==> src/rtl/tbdg_pkg.sv <==
// Shared types, constants and the sine table for the tone burst DDS generator.
// No dependencies.
package tbdg_pkg;

  localparam int unsigned FREQ_W    = 15;
  localparam int unsigned CODE_W    = 11;
  localparam int unsigned COUNT_W   = 16;
  localparam int unsigned LED_W     = 2;
  localparam int unsigned ROM_DEPTH = 64;
  localparam int unsigned ROM_IDX_W = 6;

  localparam logic [CODE_W-1:0]  MIDSCALE        = 11'd1024;
  localparam logic [COUNT_W-1:0] BURST_LEN_RESET = 16'd22050;
  localparam logic [63:0]        SAMPLE_RATE     = 64'd44100;

  localparam logic [FREQ_W-1:0] FREQ_330  = 15'd330;
  localparam logic [FREQ_W-1:0] FREQ_660  = 15'd660;
  localparam logic [FREQ_W-1:0] FREQ_1000 = 15'd1000;

  localparam logic [LED_W-1:0] LED_OFF  = 2'd0;
  localparam logic [LED_W-1:0] LED_330  = 2'd1;
  localparam logic [LED_W-1:0] LED_1000 = 2'd2;
  localparam logic [LED_W-1:0] LED_660  = 2'd3;

  localparam logic [CODE_W-1:0] SINE_ROM [ROM_DEPTH] = '{
    11'd1024, 11'd1122, 11'd1219, 11'd1314, 11'd1407, 11'd1495, 11'd1580, 11'd1658,
    11'd1731, 11'd1798, 11'd1855, 11'd1906, 11'd1948, 11'd1979, 11'd2001, 11'd2015,
    11'd2024, 11'd2015, 11'd2001, 11'd1979, 11'd1948, 11'd1906, 11'd1855, 11'd1798,
    11'd1731, 11'd1658, 11'd1580, 11'd1495, 11'd1407, 11'd1314, 11'd1219, 11'd1122,
    11'd1024, 11'd926,  11'd829,  11'd734,  11'd641,  11'd554,  11'd469,  11'd392,
    11'd314,  11'd247,  11'd190,  11'd139,  11'd93,   11'd58,   11'd27,   11'd5,
    11'd0,    11'd5,    11'd27,   11'd58,   11'd93,   11'd139,  11'd190,  11'd247,
    11'd314,  11'd392,  11'd469,  11'd554,  11'd641,  11'd734,  11'd829,  11'd926
  };

  typedef struct packed {
    logic              load;
    logic [FREQ_W-1:0] new_freq;
    logic [FREQ_W-1:0] enc_freq;
  } item_t;

  function automatic logic [LED_W-1:0] led_for(input logic [FREQ_W-1:0] f);
    logic [LED_W-1:0] led;
    priority if (f == FREQ_330) begin
      led = LED_330;
    end else if (f == FREQ_1000) begin
      led = LED_1000;
    end else if (f == FREQ_660) begin
      led = LED_660;
    end else begin
      led = LED_OFF;
    end
    return led;
  endfunction

endpackage

==> src/rtl/tbdg_step_calc.sv <==
// Frequency to phase increment: step = (f * floor(2^(PW+16)/fs)) >> 16.
// Depends on tbdg_pkg.
module tbdg_step_calc #(
  parameter int unsigned PHASE_WIDTH = 16
) (
  input  logic [tbdg_pkg::FREQ_W-1:0] freq_i,
  output logic [PHASE_WIDTH-1:0]      step_o
);
  import tbdg_pkg::*;

  localparam int unsigned MULT_W    = PHASE_WIDTH + 1;
  localparam int unsigned PROD_W    = FREQ_W + MULT_W;
  localparam logic [63:0] MULT_FULL = (64'd1 << (PHASE_WIDTH + 16)) / SAMPLE_RATE;
  localparam logic [MULT_W-1:0] STEP_MULT = MULT_FULL[MULT_W-1:0];

  logic [PROD_W-1:0] prod;

  assign prod   = {{MULT_W{1'b0}}, freq_i} * {{FREQ_W{1'b0}}, STEP_MULT};
  assign step_o = prod[PHASE_WIDTH+15:16];

endmodule

==> src/rtl/tbdg_core.sv <==
// Burst state (phase accumulator, tick counter, frequency) and the result register.
// Depends on tbdg_pkg.
module tbdg_core #(
  parameter int unsigned PHASE_WIDTH = 16
) (
  input  logic                         clk_i,
  input  logic                         rst_ni,
  input  logic                         in_valid_i,
  output logic                         in_ready_o,
  input  tbdg_pkg::item_t              item_i,
  input  logic [PHASE_WIDTH-1:0]       new_step_i,
  input  logic [PHASE_WIDTH-1:0]       enc_step_i,
  input  logic [tbdg_pkg::COUNT_W-1:0] burst_len_i,
  output logic                         out_valid_o,
  input  logic                         out_ready_i,
  output logic                         dac_write_o,
  output logic [tbdg_pkg::CODE_W-1:0]  dac_code_o,
  output logic [tbdg_pkg::LED_W-1:0]   led_bits_o
);
  import tbdg_pkg::*;

  logic                   adv;
  logic                   playing_q, playing_d;
  logic [COUNT_W-1:0]     tick_q, tick_d;
  logic [PHASE_WIDTH-1:0] phase_q, phase_d;
  logic [FREQ_W-1:0]      tone_q, tone_d;
  logic [PHASE_WIDTH-1:0] step_q, step_d;
  logic [LED_W-1:0]       led_q, led_d;
  logic                   out_valid_q;
  logic                   wr_q, wr_d;
  logic [CODE_W-1:0]      code_q, code_d;
  logic [FREQ_W-1:0]      freq_eff;
  logic [PHASE_WIDTH-1:0] step_eff;

  assign in_ready_o = !out_valid_q || out_ready_i;
  assign adv        = in_valid_i && in_ready_o;

  // step register always tracks step_for(tone), so no recompute on burst start
  assign freq_eff = item_i.load ? item_i.new_freq : tone_q;
  assign step_eff = item_i.load ? new_step_i : step_q;

  always_comb begin
    playing_d = playing_q;
    tick_d    = tick_q;
    phase_d   = phase_q;
    tone_d    = freq_eff;
    step_d    = step_eff;
    led_d     = led_q;
    wr_d      = 1'b0;
    code_d    = '0;
    if (playing_q) begin
      if (tick_q < burst_len_i) begin
        wr_d    = 1'b1;
        code_d  = SINE_ROM[phase_q[PHASE_WIDTH-1 -: ROM_IDX_W]];
        phase_d = phase_q + step_eff;
        tick_d  = tick_q + 16'd1;
      end else begin
        playing_d = 1'b0;
        wr_d      = 1'b1;
        code_d    = MIDSCALE;
        led_d     = LED_OFF;
        tone_d    = item_i.enc_freq;
        step_d    = enc_step_i;
        tick_d    = '0;
        phase_d   = '0;
      end
    end else if (freq_eff != '0) begin
      playing_d = 1'b1;
      tick_d    = '0;
      phase_d   = '0;
      led_d     = led_for(freq_eff);
    end else begin
      led_d  = LED_OFF;
      wr_d   = 1'b1;
      code_d = MIDSCALE;
    end
  end

  always_ff @(posedge clk_i or negedge rst_ni) begin
    if (!rst_ni) begin
      playing_q   <= 1'b0;
      tick_q      <= '0;
      phase_q     <= '0;
      tone_q      <= '0;
      step_q      <= '0;
      led_q       <= LED_OFF;
      out_valid_q <= 1'b0;
    end else begin
      if (adv) begin
        playing_q <= playing_d;
        tick_q    <= tick_d;
        phase_q   <= phase_d;
        tone_q    <= tone_d;
        step_q    <= step_d;
        led_q     <= led_d;
      end
      if (adv) begin
        out_valid_q <= 1'b1;
      end else if (out_ready_i) begin
        out_valid_q <= 1'b0;
      end
    end
  end

  always_ff @(posedge clk_i) begin
    if (adv) begin
      wr_q   <= wr_d;
      code_q <= code_d;
    end
  end

  assign out_valid_o = out_valid_q;
  assign dac_write_o = wr_q;
  assign dac_code_o  = code_q;
  assign led_bits_o  = led_q;

`ifndef NO_ASSERTIONS
  a_idle_cleared: assert property (@(posedge clk_i) disable iff (!rst_ni)
    !playing_q |-> (tick_q == '0 && phase_q == '0))
    else $error("idle with nonzero tick count or phase");

  a_led_needs_burst: assert property (@(posedge clk_i) disable iff (!rst_ni)
    (led_q != LED_OFF) |-> playing_q)
    else $error("LED bits set outside a burst");

  a_no_write_zero: assert property (@(posedge clk_i) disable iff (!rst_ni)
    (out_valid_q && !wr_q) |-> (code_q == '0))
    else $error("code nonzero on a tick without a converter write");

  a_start_tick: assert property (@(posedge clk_i) disable iff (!rst_ni)
    (out_valid_q && !wr_q) |-> (playing_q && tick_q == '0))
    else $error("silent tick did not start a burst");
`endif

endmodule

==> src/rtl/tone_burst_dds_generator.sv <==
// Top level of the tone burst DDS generator: input register, step multipliers,
// burst_length register. Depends on tbdg_pkg, tbdg_step_calc, tbdg_core.
//
//  channel  | handshake                   | payload
//  ---------+-----------------------------+----------------------------------------------
//  in       | in_valid_i / in_ready_o     | load_frequency_i, new_frequency_i,
//           |                             | encoder_frequency_i
//  out      | out_valid_o / out_ready_i   | dac_write_o, dac_code_o, led_bits_o
//  cfg      | cfg_we_i (no wait)          | cfg_wdata_i -> burst_length
//
// One transaction in and one out per cycle sustained while out_ready_i is high; a
// result passes through the input register, then the result register.
// Phase steps are multiplied on the way into the input register, so the state
// update is only a table lookup, an add and a compare.
// Reset: burst idle, burst state zero, burst_length 22050.
// A stall on the output backs up through the result and input registers.
module tone_burst_dds_generator #(
  parameter int unsigned PHASE_WIDTH = 16
) (
  input  logic                         clk_i,
  input  logic                         rst_ni,
  input  logic                         cfg_we_i,
  input  logic [tbdg_pkg::COUNT_W-1:0] cfg_wdata_i,
  input  logic                         in_valid_i,
  output logic                         in_ready_o,
  input  logic                         load_frequency_i,
  input  logic [tbdg_pkg::FREQ_W-1:0]  new_frequency_i,
  input  logic [tbdg_pkg::FREQ_W-1:0]  encoder_frequency_i,
  output logic                         out_valid_o,
  input  logic                         out_ready_i,
  output logic                         dac_write_o,
  output logic [tbdg_pkg::CODE_W-1:0]  dac_code_o,
  output logic [tbdg_pkg::LED_W-1:0]   led_bits_o
);
  import tbdg_pkg::*;

  logic [COUNT_W-1:0]     burst_len_q;
  logic                   s1_valid_q;
  item_t                  s1_item_q;
  logic [PHASE_WIDTH-1:0] s1_new_step_q, s1_enc_step_q;
  logic [PHASE_WIDTH-1:0] new_step, enc_step;
  logic                   core_ready;
  logic                   take;

  tbdg_step_calc #(.PHASE_WIDTH(PHASE_WIDTH)) u_new_step (
    .freq_i (new_frequency_i),
    .step_o (new_step)
  );

  tbdg_step_calc #(.PHASE_WIDTH(PHASE_WIDTH)) u_enc_step (
    .freq_i (encoder_frequency_i),
    .step_o (enc_step)
  );

  assign in_ready_o = !s1_valid_q || core_ready;
  assign take       = in_valid_i && in_ready_o;

  always_ff @(posedge clk_i or negedge rst_ni) begin
    if (!rst_ni) begin
      burst_len_q <= BURST_LEN_RESET;
      s1_valid_q  <= 1'b0;
    end else begin
      if (cfg_we_i) begin
        burst_len_q <= cfg_wdata_i;
      end
      if (take) begin
        s1_valid_q <= 1'b1;
      end else if (core_ready) begin
        s1_valid_q <= 1'b0;
      end
    end
  end

  always_ff @(posedge clk_i) begin
    if (take) begin
      s1_item_q.load     <= load_frequency_i;
      s1_item_q.new_freq <= new_frequency_i;
      s1_item_q.enc_freq <= encoder_frequency_i;
      s1_new_step_q      <= new_step;
      s1_enc_step_q      <= enc_step;
    end
  end

  tbdg_core #(.PHASE_WIDTH(PHASE_WIDTH)) u_core (
    .clk_i       (clk_i),
    .rst_ni      (rst_ni),
    .in_valid_i  (s1_valid_q),
    .in_ready_o  (core_ready),
    .item_i      (s1_item_q),
    .new_step_i  (s1_new_step_q),
    .enc_step_i  (s1_enc_step_q),
    .burst_len_i (burst_len_q),
    .out_valid_o (out_valid_o),
    .out_ready_i (out_ready_i),
    .dac_write_o (dac_write_o),
    .dac_code_o  (dac_code_o),
    .led_bits_o  (led_bits_o)
  );

endmodule
==> config.mk <==
export PLATFORM = sky130hd
export DESIGN_NAME = tone_burst_dds_generator
export DESIGN_NICKNAME = d
export VERILOG_FILES = /design/src/rtl/tbdg_pkg.sv /design/src/rtl/tbdg_step_calc.sv /design/src/rtl/tbdg_core.sv /design/src/rtl/tone_burst_dds_generator.sv
export SDC_FILE = /design/constraint.sdc
export NUM_CORES = 1
export LEC_CHECK = 0
export BUFFER_PORTS_ARGS = -buffer_cell sky130_fd_sc_hd__buf_4
export CAP_MARGIN = 30
export CORE_ASPECT_RATIO = 1.4
export CORE_MARGIN = 3
export CORE_UTILIZATION = 45
export CTS_CLUSTER_SIZE = 10
export DETAILED_ROUTE_END_ITERATION = 10
export GPL_TIMING_DRIVEN = 1
export PLACE_DENSITY = 0.61
export RECOVER_POWER = 100
export SLEW_MARGIN = 20
export SYNTH_ARGS = -nofsm -noshare
export SYNTH_HDL_FRONTEND = slang
export SYNTH_SLANG_ARGS = --single-unit
export TNS_END_PERCENT = 1
==> constraint.sdc <==
create_clock -name clk_i -period 4.6 [get_ports clk_i]
set_input_delay 0.69 -clock clk_i [delete_from_list [all_inputs] [get_ports clk_i]]
set_output_delay 0.69 -clock clk_i [all_outputs]
set_load 0.03 [all_outputs]
## Word-level counts from Yosys, hierarchy flattened

Memory sizes are Yosys's and may differ from the RTL's.
Index checks and enable logic that the tools add are counted.
Widths: inputs -> output; s select.

| storage, ports and cells | value |
|---|---|
| output and inout bits | 16 |
| memories | 1 |
| bits in registers | 159 |
| ROM bits | 704 |

| cells by class | value |
|---|---|
| equality and inequality tests | 4 |
| multiply operators | 2 |
| bitwise operators | 1 |
| reduce and logical (&&, ||, !) cells | 12 |
| order comparisons | 2 |
| add/subtract/negate cells | 2 |
| muxes and demuxes | 30 |

Memory list:

| memory | depth | width | rd ports | clocked after Yosys merged registers in | write ports | line | text |
|---|---|---|---|---|---|---|---|
| (name not given) | 64 | 11 | 1 | 0 | 0 | tbdg_core.sv:54 | `code_d = SINE_ROM[phase_q[PHASE_WIDTH-1 -: ROM_IDX_W]];` |

Operators with widths:

| kind | count |
|---|---|
| $mux 16 | 8 |
| $mul 15x17->32 const B | 2 |
| $mux 11 | 5 |
| $mux 15 | 3 |
| $eq 15x10->1 const B | 2 |
| $add 16x1->16 const B | 1 |
| $add 16x16->16 | 1 |
| $lt 16x16->1 | 1 |
| $eq 15x9->1 const B | 1 |
| $reduce_bool 15->1 | 1 |
| $mux 2 | 6 |
| $mux 1 | 8 |
| $ge 7x7->1 const B | 1 |
| $not 6->7 | 1 |
| $reduce_bool 2->1 | 3 |
| $reduce_and 2->1 | 2 |
| $logic_and 1x1->1 | 2 |
| $logic_not 1->1 | 2 |
| $logic_or 1x1->1 | 2 |
| $ne 2x2->1 const B | 1 |

## Longest topological paths before layout

Gate-level depths: netlist of run 1.

| logic depth | value |
|---|---|
| word-level depth | 7 |
| depth in mapped cells | 21 |

## Modules after synthesis

Synthesis of run 1 repeated with hierarchy kept, for this count alone.

| unflattened totals | value |
|---|---|
| cells, all modules | 1753 |
| area, all modules | 18222.5 sq um |

Modules (own cells, without submodules):

| module | times used | cells an instance | area an instance (sq um) | sequential area each (sq um) |
|---|---|---|---|---|
| tbdg_core | 1 | 689 | 6112.1 | 2037.0 |
| tbdg_step_calc at u_enc_step | 1 | 481 | 4772.1 | 0.0 |
| tbdg_step_calc at u_new_step | 1 | 482 | 4745.8 | 0.0 |
| tone_burst_dds_generator | 1 | 101 | 2592.5 | 2324.7 |

## Worst setup path before layout of run 1

No wires, ideal clock.

| timing path | value |
|---|---|
| path type | input to register |
| start point | input encoder_frequency_i[12] (netlist name) |
| end point | register s1_enc_step_q[12], data pin |
| slack | -1250 ps |
| arrival | 5589 ps |
| data required time | 4339 ps |
| stages | 17 |
| cells stage by stage | fa_1 inv_1 fa_1 inv_1 fa_1 fa_1 fa_1 fa_1 ha_1 nand4_1 a211oi_1 a221oi_1 a221oi_1 o31ai_1 a21boi_1 a2111oi_0 o32a_1 |

| on the way | value |
|---|---|
| word-level cells in the longest chain between the ends | 1 |

Ends and longest elaborated chain:

| item | line | text |
|---|---|---|
| from (decl) | tone_burst_dds_generator.sv:28 | `input logic [tbdg_pkg::FREQ_W-1:0] encoder_frequency_i,` |
| $mul 15x17->32 | tbdg_step_calc.sv:18 | `assign prod = {{MULT_W{1'b0}}, freq_i} * {{FREQ_W{1'b0}}, STEP_MULT};` |
| net enc_step[12] | tone_burst_dds_generator.sv:41 | `logic [PHASE_WIDTH-1:0] new_step, enc_step;` |
| to (signal assigned) | tone_burst_dds_generator.sv:80 | `s1_enc_step_q <= enc_step;` |
| to (decl) | tone_burst_dds_generator.sv:40 | `logic [PHASE_WIDTH-1:0] s1_new_step_q, s1_enc_step_q;` |

The timed path passes the listed nets, and every way through them passes these cells.
A chain may end at the register's enable or synchronous reset.

## Final worst setup path of run 1

| timing path | value |
|---|---|
| start point | input encoder_frequency_i[14] (netlist name) |
| end point | register s1_enc_step_q[12], data pin |

Same word-level chain as after synthesis.

==> results of run 1 <==
==> metal layers <==
layer  track usage  part of all wire  vias to the layer above
met4        0.0600             0.026                        0
met5             0                 0                        -
li1              -                 -                     6355
met2         0.391              0.52                      215
met3        0.0224             0.022                       55
met1         0.265              0.44                     6414
==> metrics by stage <==
step                area [um^2]  setup slack, ns  utilization
global route              20900            -1.11        0.550
floorplan                 17600            -1.08            -
CTS                       20900           -0.976        0.552
global placement          20200            -1.65        0.533
detailed placement        20200            -1.68        0.533
finish                    20900           -0.946        0.550
==> worst max-delay path: cells and delay by family <==
kind / cells / cell delay [ns]
fa+ha+maj: 7 / 3.31
buf+inv: 4 / 0.38
compound gates: 5 / 0.97
simple gates: 3 / 0.35
==> synth_stat cells (16+ instances only) <==
cell      instances  share of area
nand3_1          19         0.0054
nor3_1           16         0.0046
mux2i_1          37          0.021
dfrtp_1          78           0.11
a21o_1           27          0.012
clkbuf_1         35         0.0075
nand2_1         113          0.024
fa_1            189           0.22
a211oi_1         17         0.0073
edfxtp_1         75           0.13
o31ai_1          16         0.0069
inv_1           296          0.063
xor2_1           26          0.013
mux2_2           20          0.013
a21oi_1          74          0.021
nor2_1           74          0.016
xnor2_1          25          0.013
ha_1            271           0.19
o21ai_0          92          0.026
==> layout make-up <==
class,instances,area share
Clock inverter,13,0.00594
Sequential cell,159,0.209
Tap cell,516,0.0310
Timing Repair Buffer,299,0.101
Multi-Input combinational cell,1206,0.577
Clock buffer,19,0.0218
Inverter,297,0.0535
==> worst min path at each step <==
stage / startpoint / endpoint / slack, ns / cells after the start
2_1_floorplan: rst_ni / burst_len_q[0] / 0.39 / 0
3_3_place_gp: u_core.step_q[6] / u_core.step_q[6] / 0.46 / 2
3_5_place_dp: u_core.step_q[1] / u_core.step_q[1] / 0.47 / 2
4_1_cts: rst_ni / burst_len_q[4] / 0.34 / 1
5_1_grt: load_frequency_i / s1_item_q[30] / 0.44 / 1
6_report: load_frequency_i / s1_item_q[30] / 0.46 / 1
==> cell families after synthesis <==
| group | share of synthesized area |
|---|---|
| AO/OA/AOI/OAI | 0.119 |
| adder cells (fa/ha/maj) | 0.410 |
| buffers and inverters | 0.0755 |
| AND/OR/NAND/NOR | 0.0847 |
| multiplexers | 0.0362 |
| flip-flops | 0.249 |
| XOR/XNOR | 0.0255 |
==> sequential cells by signal, indices dropped and copies added (netlist names) <==
register	cells
s1_enc_step_q	16
u_core.out_valid_o	1
s1_new_step_q	16
u_core.step_q	16
u_core.dac_write_o	1
burst_len_q	16
u_core.playing_q	1
s1_item_q	31
u_core.led_bits_o	2
u_core.tick_q	16
u_core.phase_q	16
u_core.tone_q	15
u_core.dac_code_o	11
s1_valid_q	1
==> repair_timing <==
action,CTS,global route
endpoints found under the setup margin,32,32
gates resized for setup,33,13
pin swaps,16,6
==> impl_metrics.json, run 1 <==
{
  "core_um2": 37900,
  "path_cells": "buf_8 -> fa_2 -> inv_2 -> fa_1 -> inv_1 -> fa_1 -> fa_1 -> fa_1 -> fa_1 -> ha_4 -> nand4_1 -> a211oi_2 -> a221oi_4 -> a221oi_4 -> buf_4 -> a21oi_4 -> nand2_2 -> and2_1 -> o32a_1",
  "hpwl_um": 35700,
  "worst_path_most_repeated_cell": "fa_1",
  "yosysSeqAreaShare": 0.249,
  "r2r-start": "s1_item_q[30]",
  "async_flop_share": 0.528,
  "worst_slew_pin_slew_ns": 3.24,
  "die_x_um": 173,
  "fill_cells": 3389,
  "hold_slack_ns": 0.460,
  "hold_buffers": 0,
  "clk_pin_slew_worst_paths_ns": 0.07,
  "layout_common_cells": "inv_1, ha_1, buf_4",
  "routabilityCongestion": 0.891,
  "startpoint": "encoder_frequency_i[14]",
  "crit_end": "s1_enc_step_q[12]",
  "cpMaxStageDelayCell": "fa_2",
  "root_buffer": "clkbuf_16",
  "cp.required_ns": 4.78,
  "grt_pass1_vias": 13700,
  "nets": 2492,
  "regArea_um2": 4360,
  "pin_count": 68,
  "vias": 13000,
  "fin_cells": 2509,
  "ant_nets": 0,
  "syn_area_per_cell_um2": 10.2,
  "drive_above_1_share": 0.183,
  "post-place-cells": 2475,
  "maxSlewViolCount": 92,
  "routed_via_density": 5.20,
  "r2r_slack_ns": 0.26,
  "grt_use_total": 0.212,
  "cts_sinks": 159,
  "netlist_area_um2": 17500,
  "r2r_cells": 6,
  "die-area_um2": 41300,
  "cap_violations": 3,
  "wirelength_um": 42600,
  "synth_cell_types": 73,
  "drc": 0,
  "final_common_cell": "inv_1",
  "grt_start_max_net_pins": 61,
  "arrival_ns": 5.72,
  "grt_pass1_wl_um": 70600,
  "gr-total-overflow": 0,
  "syn_inst": 1709,
  "cts_tree": "built",
  "synth_edf_count": 75,
  "skew_ns": 0.0165,
  "final.min_clock_period_ns": 5.55,
  "worstHoldPathType": "primary input to flop",
  "worstSetupPathType": "primary input to flop",
  "firstDrtPassIters": 6,
  "cts_setup_buffers": 0,
  "clk_latency_ns": 0.44,
  "crit_path_end_kind": "flop",
  "num_antenna_cells": 0,
  "rsz0062_at_grt": "true",
  "maxSlewHeadroom": -1.16,
  "drt-initial-drc-count": 721,
  "ys_ff_latch": 159,
  "fmax_ghz": 0.180,
  "antenna_found_initial": 0,
  "fin_tns_setup_ns": -22.20,
  "synth_top_flop_cell": "dfrtp_1",
  "syn_to_final_growth_pct": 19.1,
  "synth_warnings": 0,
  "synth_nets": 2221,
  "status": "finished with violations",
  "start_util": 0.461,
  "reg2reg_to": "u_core.phase_q[11]",
  "setup_viol": 32,
  "finalHoldViolCount": 0,
  "cts_buffers": 17,
  "port_buffers": 67,
  "routedWlPerCell_um": 17.0,
  "slowest_delay_ns": 0.60,
  "critPathLaunchType": "primary input",
  "fin_crit_sh": 1.21,
  "violations": "capacitance limit, slew limit, setup timing",
  "h-tree-depth": 4,
  "rows": 84,
  "die_y_um": 239,
  "multiInputGateArea_um2": 12000,
  "final.setup.worst_slack_ns": -0.946,
  "path_max_fanout": 3,
  "clk_path_buf_depth": 2
}
Power of run 1 is left out: the tool's default activity adds up to more than one toggle a clock period on the data nets, which glitch-free logic cannot reach.
==> inputs of run 2 (changes only) <==
--- a/config.mk
+++ b/config.mk
@@ -9,11 +9,11 @@
 export CAP_MARGIN = 30
 export CORE_ASPECT_RATIO = 1.4
 export CORE_MARGIN = 3
-export CORE_UTILIZATION = 45
+export CORE_UTILIZATION = 55
 export CTS_CLUSTER_SIZE = 10
 export DETAILED_ROUTE_END_ITERATION = 10
 export GPL_TIMING_DRIVEN = 1
-export PLACE_DENSITY = 0.61
+export PLACE_DENSITY = 0.72
 export RECOVER_POWER = 100
 export SLEW_MARGIN = 20
 export SYNTH_ARGS = -nofsm -noshare
==> run 2 against run 1 <==
Against the previous run:
- the run still ends with capacitance limit, slew limit, setup timing left
- critical path type unchanged
- global-route usage increased by 4.9 points
- first-iteration DRC count is 7.4% higher
- count of clock-buffer cells in the layout increased by 1
- largest cell class unchanged
- critical endpoint unchanged
- setup slack worse by 0.19 ns
==> impl_metrics.json, run 2 (synthesized netlist as in run 1, its figures left out) <==
{
  "status": "finished with violations",
  "violations": "capacitance limit, slew limit, setup timing",
  "drt-initial-drc-count": 774,
  "ant_nets": 0,
  "path_cells": "buf_4 -> fa_2 -> inv_2 -> fa_1 -> inv_1 -> fa_1 -> fa_1 -> fa_1 -> fa_1 -> ha_4 -> nand4_1 -> a211oi_2 -> a221oi_4 -> a221oi_4 -> o31ai_4 -> a21boi_2 -> buf_4 -> a2111oi_4 -> o32a_1",
  "path_max_fanout": 4,
  "finalHoldViolCount": 0,
  "layout_common_cells": "inv_1, ha_1, buf_4",
  "fin_cells": 2389,
  "final.min_clock_period_ns": 5.73,
  "largest_reg_flops": 31,
  "core_um2": 31100,
  "r2r_slack_ns": 0.40,
  "cts_tree": "built",
  "port_buffers": 67,
  "nets": 2497,
  "stdcell_area_um2": 20700,
  "routedWlPerCell_um": 18.0,
  "pin_count": 68,
  "maxSlewHeadroom": -1.09,
  "worstHoldPathType": "primary input to flop",
  "fmax_ghz": 0.174,
  "grt_use_total": 0.261,
  "cap_violations": 2,
  "final.setup.worst_slack_ns": -1.13,
  "rows": 76,
  "cp_num_cells": 19,
  "slowest_delay_ns": 0.61,
  "worstHoldStart": "cfg_wdata_i[3]",
  "antenna_found_initial": 1,
  "setup_viol": 32,
  "post-place-cells": 2350,
  "worstSetupPathType": "primary input to flop",
  "grt_pass1_wl_um": 71000,
  "die_y_um": 217,
  "worst_path_most_repeated_cell": "fa_1",
  "clk_latency_ns": 0.44,
  "skew_ns": 0.0137,
  "routed_via_density": 5.60,
  "gr-total-overflow": 0,
  "hold_slack_ns": 0.457,
  "drc": 0,
  "die_x_um": 157,
  "regMostFlops": "s1_item_q",
  "fill_cells": 2434,
  "vias": 13400,
  "critical_path_buf_inv_count": 4,
  "cpMaxStageDelayCell": "fa_2",
  "cts_sinks": 159,
  "clk_path_buf_depth": 2,
  "final_common_cell": "inv_1",
  "place_area_um2": 20100,
  "fin_crit_sh": 1.25,
  "rsz0062_at_grt": "true",
  "crit_path_end_kind": "flop",
  "min_delay_path_depth": 3,
  "holdPathEnd": "burst_len_q[3]",
  "r2r-start": "s1_item_q[30]",
  "r2r_cells": 8,
  "die-area_um2": 34000,
  "critPathLaunchType": "primary input",
  "critical-path-top-delay-family": "adder cells",
  "start_util": 0.563,
  "syn_to_final_growth_pct": 18.5,
  "wirelength_um": 43000,
  "arrival_ns": 5.91,
  "clk_pin_slew_worst_paths_ns": 0.07,
  "maxSlewViolCount": 92,
  "cp.required_ns": 4.78,
  "grt_pass1_vias": 14200,
  "grt_start_max_net_pins": 60,
  "worst_slew_pin_slew_ns": 3.13,
  "cts_buffers": 17,
  "fin_tns_setup_ns": -26.83,
  "reg2reg_to": "u_core.phase_q[15]",
  "h-tree-depth": 4,
  "drive_above_1_share": 0.183,
  "routabilityCongestion": 0.944,
  "root_buffer": "clkbuf_16",
  "firstDrtPassIters": 5,
  "hpwl_um": 34900
}
run 2: cell count changes in the layout (fill, tap and decap cells not counted), sizes merged:
cell      change
clkbuf        +8
buf           -2
bufinv        +1
clkinvlp      -1
diode         +1
inv           -1
run 2: final cells by class:
class	count	area, um^2	share of cell area
multi-input combinational	1206	12100	0.582
sequential	159	4360	0.210
inverter	297	1110	0.0537
tap	390	488	0.0235
timing repair buffer	304	2110	0.102
clock inverter	12	123	0.00591
clock buffer	20	468	0.0226
antenna	1	2.50	0.000121
run 2: how the worst max path moves through the flow:
stage / to / slack [ns] / from
2_1_floorplan: s1_enc_step_q[12] / -1.08 / encoder_frequency_i[14]
3_3_place_gp: s1_new_step_q[13] / -1.50 / new_frequency_i[3]
3_5_place_dp: s1_enc_step_q[12] / -1.62 / encoder_frequency_i[14]
4_1_cts: s1_enc_step_q[12] / -0.95 / encoder_frequency_i[12]
5_1_grt: s1_enc_step_q[12] / -1.27 / encoder_frequency_i[11]
6_report: s1_enc_step_q[12] / -1.13 / encoder_frequency_i[14]
run 2: per-layer routing:
metal | global-route usage | up-vias | wire (um)
met1 | 0.327 | 6578 | 17600
met3 | 0.0290 | 103 | 1460
li1 | - | 6368 | -
met4 | 0.0891 | 0 | 1480
met5 | 0 | - | 0
met2 | 0.467 | 321 | 22400
run 2: through the flow:
stage	setup slack [ns]	util
after floorplan	-1.08	-
after global placement	-1.50	0.646
after detailed placement	-1.62	0.646
after CTS	-0.953	0.669
after global routing	-1.27	0.667
final	-1.13	0.667
run 2: worst min-delay path: stages:
cell and delay, ns:
buf_4 0.08, nand2_1 0.04, o21ai_0 0.05
run 2: what timing repair did:
action	4_1_cts	5_1_grt
hold buffers	0	0
gates resized for setup	33	28
pin swaps	15	25
setup buffers	1	5
setup endpoints to repair	32	32
Power of run 2 is left out for the same reason.
==> inputs of run 3 (changes only) <==
--- a/config.mk
+++ b/config.mk
@@ -13,7 +13,7 @@
 export CTS_CLUSTER_SIZE = 10
 export DETAILED_ROUTE_END_ITERATION = 10
 export GPL_TIMING_DRIVEN = 1
-export PLACE_DENSITY = 0.72
+export PLACE_DENSITY = 0.75
 export RECOVER_POWER = 100
 export SLEW_MARGIN = 20
 export SYNTH_ARGS = -nofsm -noshare
==> constraint.sdc (replaced) <==
create_clock -name clk_i -period 4.9 [get_ports clk_i]
set_input_delay 0.735 -clock clk_i [delete_from_list [all_inputs] [get_ports clk_i]]
set_output_delay 0.735 -clock clk_i [all_outputs]
set_load 0.03 [all_outputs]
==> run 3 against run 2 <==
Against the previous run:
- critical path depth fell by 1
- non-clock buffer count fell by 19
- first-iteration DRC count rose by 9.3%
- routed wire length rose by 0.57%
- hold slack improved by 0.026 ns
- die area did not move
- sequential share of layout area rose by 0.21 points
- utilization fell by 0.67 points
- cell count fell by 0.84%
- via count rose by 0.38%
- the flow still finishes with violations (capacitance limit, slew limit, setup timing)
- global-route usage rose by 0.24 points
- sequential cell count did not move
==> impl_metrics.json, run 3 (synthesized netlist as in run 1, its figures left out) <==
{
  "stdcell_area_um2": 20500,
  "maxSlewViolCount": 153,
  "cts_tree": "built",
  "num_antenna_cells": 0,
  "port_buffers": 67,
  "grt_start_max_net_pins": 60,
  "layout_common_cells": "inv_1, ha_1, buf_4",
  "place_area_um2": 20000,
  "cts_buffers": 17,
  "path_max_fanout": 5,
  "worst_slew_pin_slew_ns": 2.85,
  "wirelength_um": 43200,
  "nets": 2478,
  "critPathLaunchType": "primary input",
  "die_y_um": 217,
  "final_common_cell": "inv_1",
  "grt_pass1_wl_um": 71400,
  "start_util": 0.563,
  "grt_use_total": 0.264,
  "ant_nets": 0,
  "worstHoldPathType": "flop to flop",
  "core_um2": 31100,
  "firstDrtPassIters": 5,
  "regMostFlops": "s1_item_q",
  "arrival_ns": 5.96,
  "final_util": 0.660,
  "crit_path_end_kind": "flop",
  "pin_count": 68,
  "die_x_um": 157,
  "post-place-cells": 2336,
  "final.min_clock_period_ns": 5.66,
  "rsz0062_at_grt": "true",
  "regArea_um2": 4360,
  "syn_to_final_growth_pct": 17.3,
  "fin_tns_setup_ns": -16.38,
  "violations": "capacitance limit, slew limit, setup timing",
  "cp.required_ns": 5.20,
  "gr-total-overflow": 0,
  "drt-initial-drc-count": 846,
  "root_buffer": "clkbuf_16",
  "multiInputGateArea_um2": 12000,
  "skew_ns": 0.0168,
  "final.setup.worst_slack_ns": -0.759,
  "worstSetupPathType": "primary input to flop",
  "clk_pin_slew_worst_paths_ns": 0.07,
  "busiest_layer": "met2",
  "fin_cells": 2369,
  "setup_viol": 32,
  "hold_buffers": 0,
  "drive_above_1_share": 0.176,
  "routabilityCongestion": 0.937,
  "vias": 13400,
  "status": "finished with violations",
  "finalHoldViolCount": 0,
  "drc": 0,
  "die-area_um2": 34000,
  "largest_reg_flops": 31,
  "fin_crit_sh": 1.15,
  "routed_via_density": 5.67,
  "cap_violations": 4,
  "routedWlPerCell_um": 18.2,
  "h-tree-depth": 4,
  "cts_sinks": 159,
  "fill_cells": 2417,
  "rows": 76,
  "grtUsageMet2": 0.488,
  "gr-usage-met1": 0.313,
  "fmax_ghz": 0.177,
  "maxSlewHeadroom": -0.899,
  "clk_latency_ns": 0.44,
  "use_met3": 0.0294,
  "clk_path_buf_depth": 2,
  "grt_pass1_vias": 14500,
  "hpwl_um": 35700,
  "antenna_found_initial": 0
}
==> run 3: cell count changes in the layout (fill, tap and decap cells not counted), sizes merged <==
cell / delta
diode: -1
bufinv: -1
clkbuf: -7
inv: +3
buf: -14
==> run 3: metrics by stage <==
stage          setup slack, ns  hold slack, ns
2_1_floorplan           -0.828           0.439
3_3_place_gp             -1.27           0.457
3_5_place_dp             -1.46           0.467
4_1_cts                 -0.723           0.236
5_1_grt                 -0.942           0.495
6_report                -0.759           0.483
==> run 3: worst paths after layout <==
| kind | from | end | slack, ns | depth (start not counted) |
|---|---|---|---|---|
| max in group asynchronous | rst_ni | u_core.phase_q[13] | 0.69 | 2 |
| min in group asynchronous | rst_ni | burst_len_q[13] | 0.75 | 1 |
| max | encoder_frequency_i[14] | s1_enc_step_q[10] | -0.76 | 18 |
| min | u_core.step_q[2] | u_core.step_q[2] | 0.48 | 2 |
| max reg2reg | s1_item_q[30] | u_core.tick_q[8] | 0.69 | 7 |
| min reg2reg | u_core.step_q[2] | u_core.step_q[2] | 0.48 | 2 |
==> run 3: metal layers <==
layer / routed length [um] / up-vias
li1: - / 6330
met1: 17100 / 6634
met2: 23000 / 365
met3: 1560 / 92
met4: 1550 / 0
met5: 0 / -
==> run 3: repair_timing <==
action                     in CTS  in global routing
setup endpoints to repair      32                 32
gates resized for setup        37                 10
hold endpoints to repair        0                  0
buffers inserted                1                  0
pin swaps                      17                  3
==> run 3: area by class of cell <==
cell class | count | area share
Clock inverter | 14 | 0.00743
Inverter | 297 | 0.0543
Multi-Input combinational cell | 1206 | 0.585
Sequential cell | 159 | 0.212
Timing Repair Buffer | 285 | 0.0956
Tap cell | 390 | 0.0238
Clock buffer | 18 | 0.0219
==> run 3: worst max-delay path, stage by stage <==
cell      delay (ns)
buf_8           0.10
fa_2            0.61
inv_2           0.06
fa_1            0.53
inv_2           0.05
fa_1            0.46
fa_1            0.52
fa_1            0.44
fa_1            0.56
ha_4            0.22
nand4_1         0.11
a211oi_2        0.06
a221oi_2        0.36
a221oi_2        0.13
o31ai_2         0.33
a21boi_2        0.15
or4_1           0.43
nand3_1         0.10
Power of run 3 is left out for the same reason.
